## src/design/gbkt_ram.sv

```systemverilog
// Generic single-port-write, single-port-read RAM with registered read data.
// No dependencies; used for the per-axis state of the gyro bias tracker.
`default_nettype none

module gbkt_ram #(
  parameter int WIDTH = 32,
  parameter int DEPTH = 2,
  localparam int AW = (DEPTH > 1) ? $clog2(DEPTH) : 1
) (
  input  wire logic             clk,
  input  wire logic             we,
  input  wire logic [AW-1:0]    waddr,
  input  wire logic [WIDTH-1:0] wdata,
  input  wire logic [AW-1:0]    raddr,
  output logic      [WIDTH-1:0] rdata
);

  logic [WIDTH-1:0] mem [DEPTH];

  // write port
  always_ff @(posedge clk) begin
    if (we) begin
      mem[waddr] <= wdata;
    end
  end

  // registered read port
  always_ff @(posedge clk) begin
    rdata <= mem[raddr];
  end

endmodule

`default_nettype wire

```

## config.mk

```make
export PLATFORM = sky130hd
export DESIGN_NAME = gbkt_ram
export DESIGN_NICKNAME = d
export VERILOG_FILES = /design/src/design/gbkt_ram.sv
export SDC_FILE = /design/constraint.sdc
export NUM_CORES = 1
export LEC_CHECK = 0
export BUFFER_PORTS_ARGS = -buffer_cell sky130_fd_sc_hd__clkbuf_2
export CAP_MARGIN = 40
export CORE_MARGIN = 1
export CORE_UTILIZATION = 53
export CTS_CLUSTER_DIAMETER = 50
export DETAILED_ROUTE_END_ITERATION = 10
export GPL_ROUTABILITY_DRIVEN = 0
export PLACE_DENSITY = 0.78
export SLEW_MARGIN = 20
export SYNTH_ARGS = -nofsm -noshare
export SYNTH_HDL_FRONTEND = slang
export SYNTH_SLANG_ARGS = --single-unit
export TNS_END_PERCENT = 30
```

## constraint.sdc

```tcl
create_clock -name clk -period 2.6 [get_ports clk]
set_clock_uncertainty 0.05 [all_clocks]
set_input_delay 0.39 -clock clk [delete_from_list [all_inputs] [get_ports clk]]
set_output_delay 0.39 -clock clk [all_outputs]
set_load 0.1 [all_outputs]
```

After elaboration in Yosys (flattened, before gate mapping)
Memories as Yosys holds them, arrays and structs flattened. A register that Yosys moved wholly into a read port is not among the register bits.
Index checks and enable logic that the tools add are counted.
- RAM bits: 64
- register bits after elaboration: 0
- bits in latches: 0
- ROM bits: 0
- memories: 1
- word-level logic and storage cells: 3
- memories (name ; words ; bits a word ; read ports ; clocked after Yosys merged registers in ; write ports ; line ; text):
    mem ; 2 ; 32 ; 1 ; 1 ; 1 ; 18 ; logic [WIDTH-1:0] mem [DEPTH];
- bitwise logic cells: 0
- shifts and indexed selects: 0
- div/mod/pow operators: 0
- mux-type cells: 2
- reductions and logical operators: 0
- multiply operators: 0
- equality and inequality tests: 0
- add/subtract/negate cells: 0
- order comparisons: 0
- operators by type and width (cell ; number):
    1-bit two-way mux ; 2

Logic depth before layout (Yosys ltp)
- depth after elaboration: 2
- mapped depth: 3

Worst setup path before layout
OpenSTA, ideal clock, no wires.
- kind: input-to-reg
- start: input port waddr
- end: memory mem[0][0], enable pin
- setup slack: 0.282 ns
- data required time: 2.125 ns
- setup time: 0.425 ns
- cell stages on the path: 1
- data arrival time: 1.842 ns
- cell sequence: nor2b_1
- RTL lines (element ; line ; text):
    start, declared ; 12 ; input wire logic [AW-1:0] waddr,
    end, declared ; 18 ;
Straight into the memory's write port.

Final worst setup path
- start: register rdata[2], read port of mem
- end: output port rdata[2]
- RTL lines (element ; line ; text):
    start, declared ; 15 ; output logic [WIDTH-1:0] rdata
No word-level cell between the ends.

==> impl_metrics.ini <==
[floorplanning]
boundaryPins = 68
die_x_um = 78.7
dieHeight_um = 78.7
initial_core_util_pct = 56.0
coreArea_um2 = 5570
die_area_um2 = 6200
rows = 27

[place]
dpl.cell_count = 273
hpwl_um = 2960
io_buffers = 67

[critical_path]
crit_slowest_cell = clkbuf_2
worstPathRequired_ps = 2160
reg2reg_depth = 1
cp_top_family = buffers and inverters
end_kind = output pin
cp.arrival_ps = 1150
cpPeakStageDelay_ps = 460
crit_chain = clkbuf_2
cp_max_fo = 1
cp_num_cells = 1
critPathLaunchType = register
crit_type = reg -> out
crit_buf_inv = 1

[detailed_routing]
final_antenna_net_count = 0
num_vias = 1376
first_iter_violations = 117
wl_per_cell_um = 14.7
firstDrtPassIters = 4
drc = 0
wl_um = 4250
avgViaCountPerCell = 4.76

[grt]
grt_pass1_wl_um = 6700
grt_start_max_net_pins = 19
grt_pass1_vias = 1448
antenna_found_initial = 0
grt-ovfl-total = 0
grtUsageTotal_pct = 15.3

[synthesis]
seq_area_frac_synth_pct = 82.2
async_flop_share_pct = 0
synth_top_area_share_pct = 61.6
syn_nets = 170
synthTopCellsByCount = edfxtp_1 (64), dfxtp_1 (32), mux2_4 (30)
postSynthAreaPerCell_um2 = 23.3
synth_cells = 134
yosysTopAreaCell = edfxtp_1
synth-main-ff-cell = edfxtp_1
ys_warn_count = 0
netlist_top_cells_area = edfxtp_1 (62%), dfxtp_1 (21%), mux2_4 (14%)
synth_edf_count = 64
synth-seq-cells = 96
netlist_area_um2 = 3120
synth.most_common_cell = edfxtp_1
synthDistinctLibCells = 8

[worst_hold_path]
min_path_cells = 1
hold_path_class = in -> reg

[clock_network]
numCtsBuffers = 9
h-tree-depth = 3
clockBufferDepth = 2
clock-sinks = 96
cts_tree = done
cts.clk_slew.worst_paths_ps = 80
post-cts-setup-buffers = 0
root_buffer = clkbuf_8
clk_latency_ps = 330
ctsHoldBuffers = 0
cts-resized-gates = 0

[cells_and_area]
nets = 248
drive_gt1_share_pct = 53.5
fin_cells = 289
syn_to_final_growth_pct = 19.4
diodes = 0

[power_and_ir_drop]
ir_drop_mv = 0.502
leakagePower_nw = 1.54
total_power_w = 0.00321
powerDensity_nw_per_um2 = 863

[timing]
slew_viol_final = 0
period_minus_slack_ps = 1590
max_freq_ghz = 0.631
slew_headroom_pct = 57.3
tns_ps = 0
worst_slew_pin_slew_ps = 641
finalHoldViolCount = 0
finalCritPeriodShare_pct = 61.0
setup_violations = 0
rsz0062_at_grt = no

[job]
drv_cap = 0

[outcome]
status = finished clean
[layer usage]
metal / wire length, um / vias up / share of wire [%] / track usage (%)
met3: 257 / 6 / 6.0 / 5.98
met5: 0 / - / 0 / 0
li1: - / 662 / - / -
met1: 1660 / 665 / 39 / 16.4
met4: 59 / 0 / 1.4 / 6.67
met2: 2280 / 43 / 54 / 26.6
[area by class of cell]
type / instances / area (um2)
Sequential cell: 96 / 2560
Fill cell: 381 / 1850
Multi-Input combinational cell: 34 / 493
Timing Repair Buffer: 71 / 390
Clock buffer: 11 / 141
Tap cell: 72 / 90.1
Clock inverter: 5 / 46.3
[cell usage in the layout, fill, tap and decap left out]
master	instances
and2_1	1
buf_12	2
buf_4	2
bufinv_16	1
clkbuf_1	1
clkbuf_2	67
clkbuf_8	10
clkinv_1	3
clkinv_2	1
dfxtp_1	32
edfxtp_1	64
mux2_2	2
mux2_4	30
nor2b_4	1
[registers in the layout (all words and copies together), names as in the netlist]
name and count:
rdata 32, mem 64
[kinds of logic (layout without fill, tap and decap cells)]
kind of cell,count (synthesis),count (layout),share of synthesized area (%)
and+or+nand+nor,2,2,0.401
muxes,32,32,15.2
buffers and inverters,4,87,2.29
DFF,96,96,82.1
[power by group]
| part | switching, W | total (W) | internal (W) |
|---|---|---|---|
| clock network | 0.000442 | 0.000903 | 0.000460 |
| registers | 0.0000316 | 0.00178 | 0.00175 |
| logic | 0.000412 | 0.000533 | 0.000121 |
[metrics by stage]
| step | hold slack, ps | cell area, um2 | util [%] | setup WS (ps) |
|---|---|---|---|---|
| 6_report | 190 | 3720 | 66.8 | 1010 |
| 5_1_grt | 164 | 3720 | 66.8 | 964 |
| 4_1_cts | 170 | 3720 | 66.8 | 981 |
| 3_5_place_dp | 409 | 3540 | 63.4 | 947 |
| 3_3_place_gp | 403 | 3540 | 63.4 | 981 |
| 2_1_floorplan | 398 | 3120 | - | 282 |
[final timing paths]
| path | start | endpoint | slack, ps |
|---|---|---|---|
| setup / recovery | rdata[2]$_DFF_P_ | rdata[2] | 1010 |
| hold / removal | wdata[30] | mem[1][30]$_DFFE_PP_ | 190 |
| setup reg to reg | mem[0][6]$_DFFE_PP_ | rdata[6]$_DFF_P_ | 1780 |
| hold reg to reg | mem[1][14]$_DFFE_PP_ | rdata[14]$_DFF_P_ | 420 |
(Power assumes the default switching activity.)
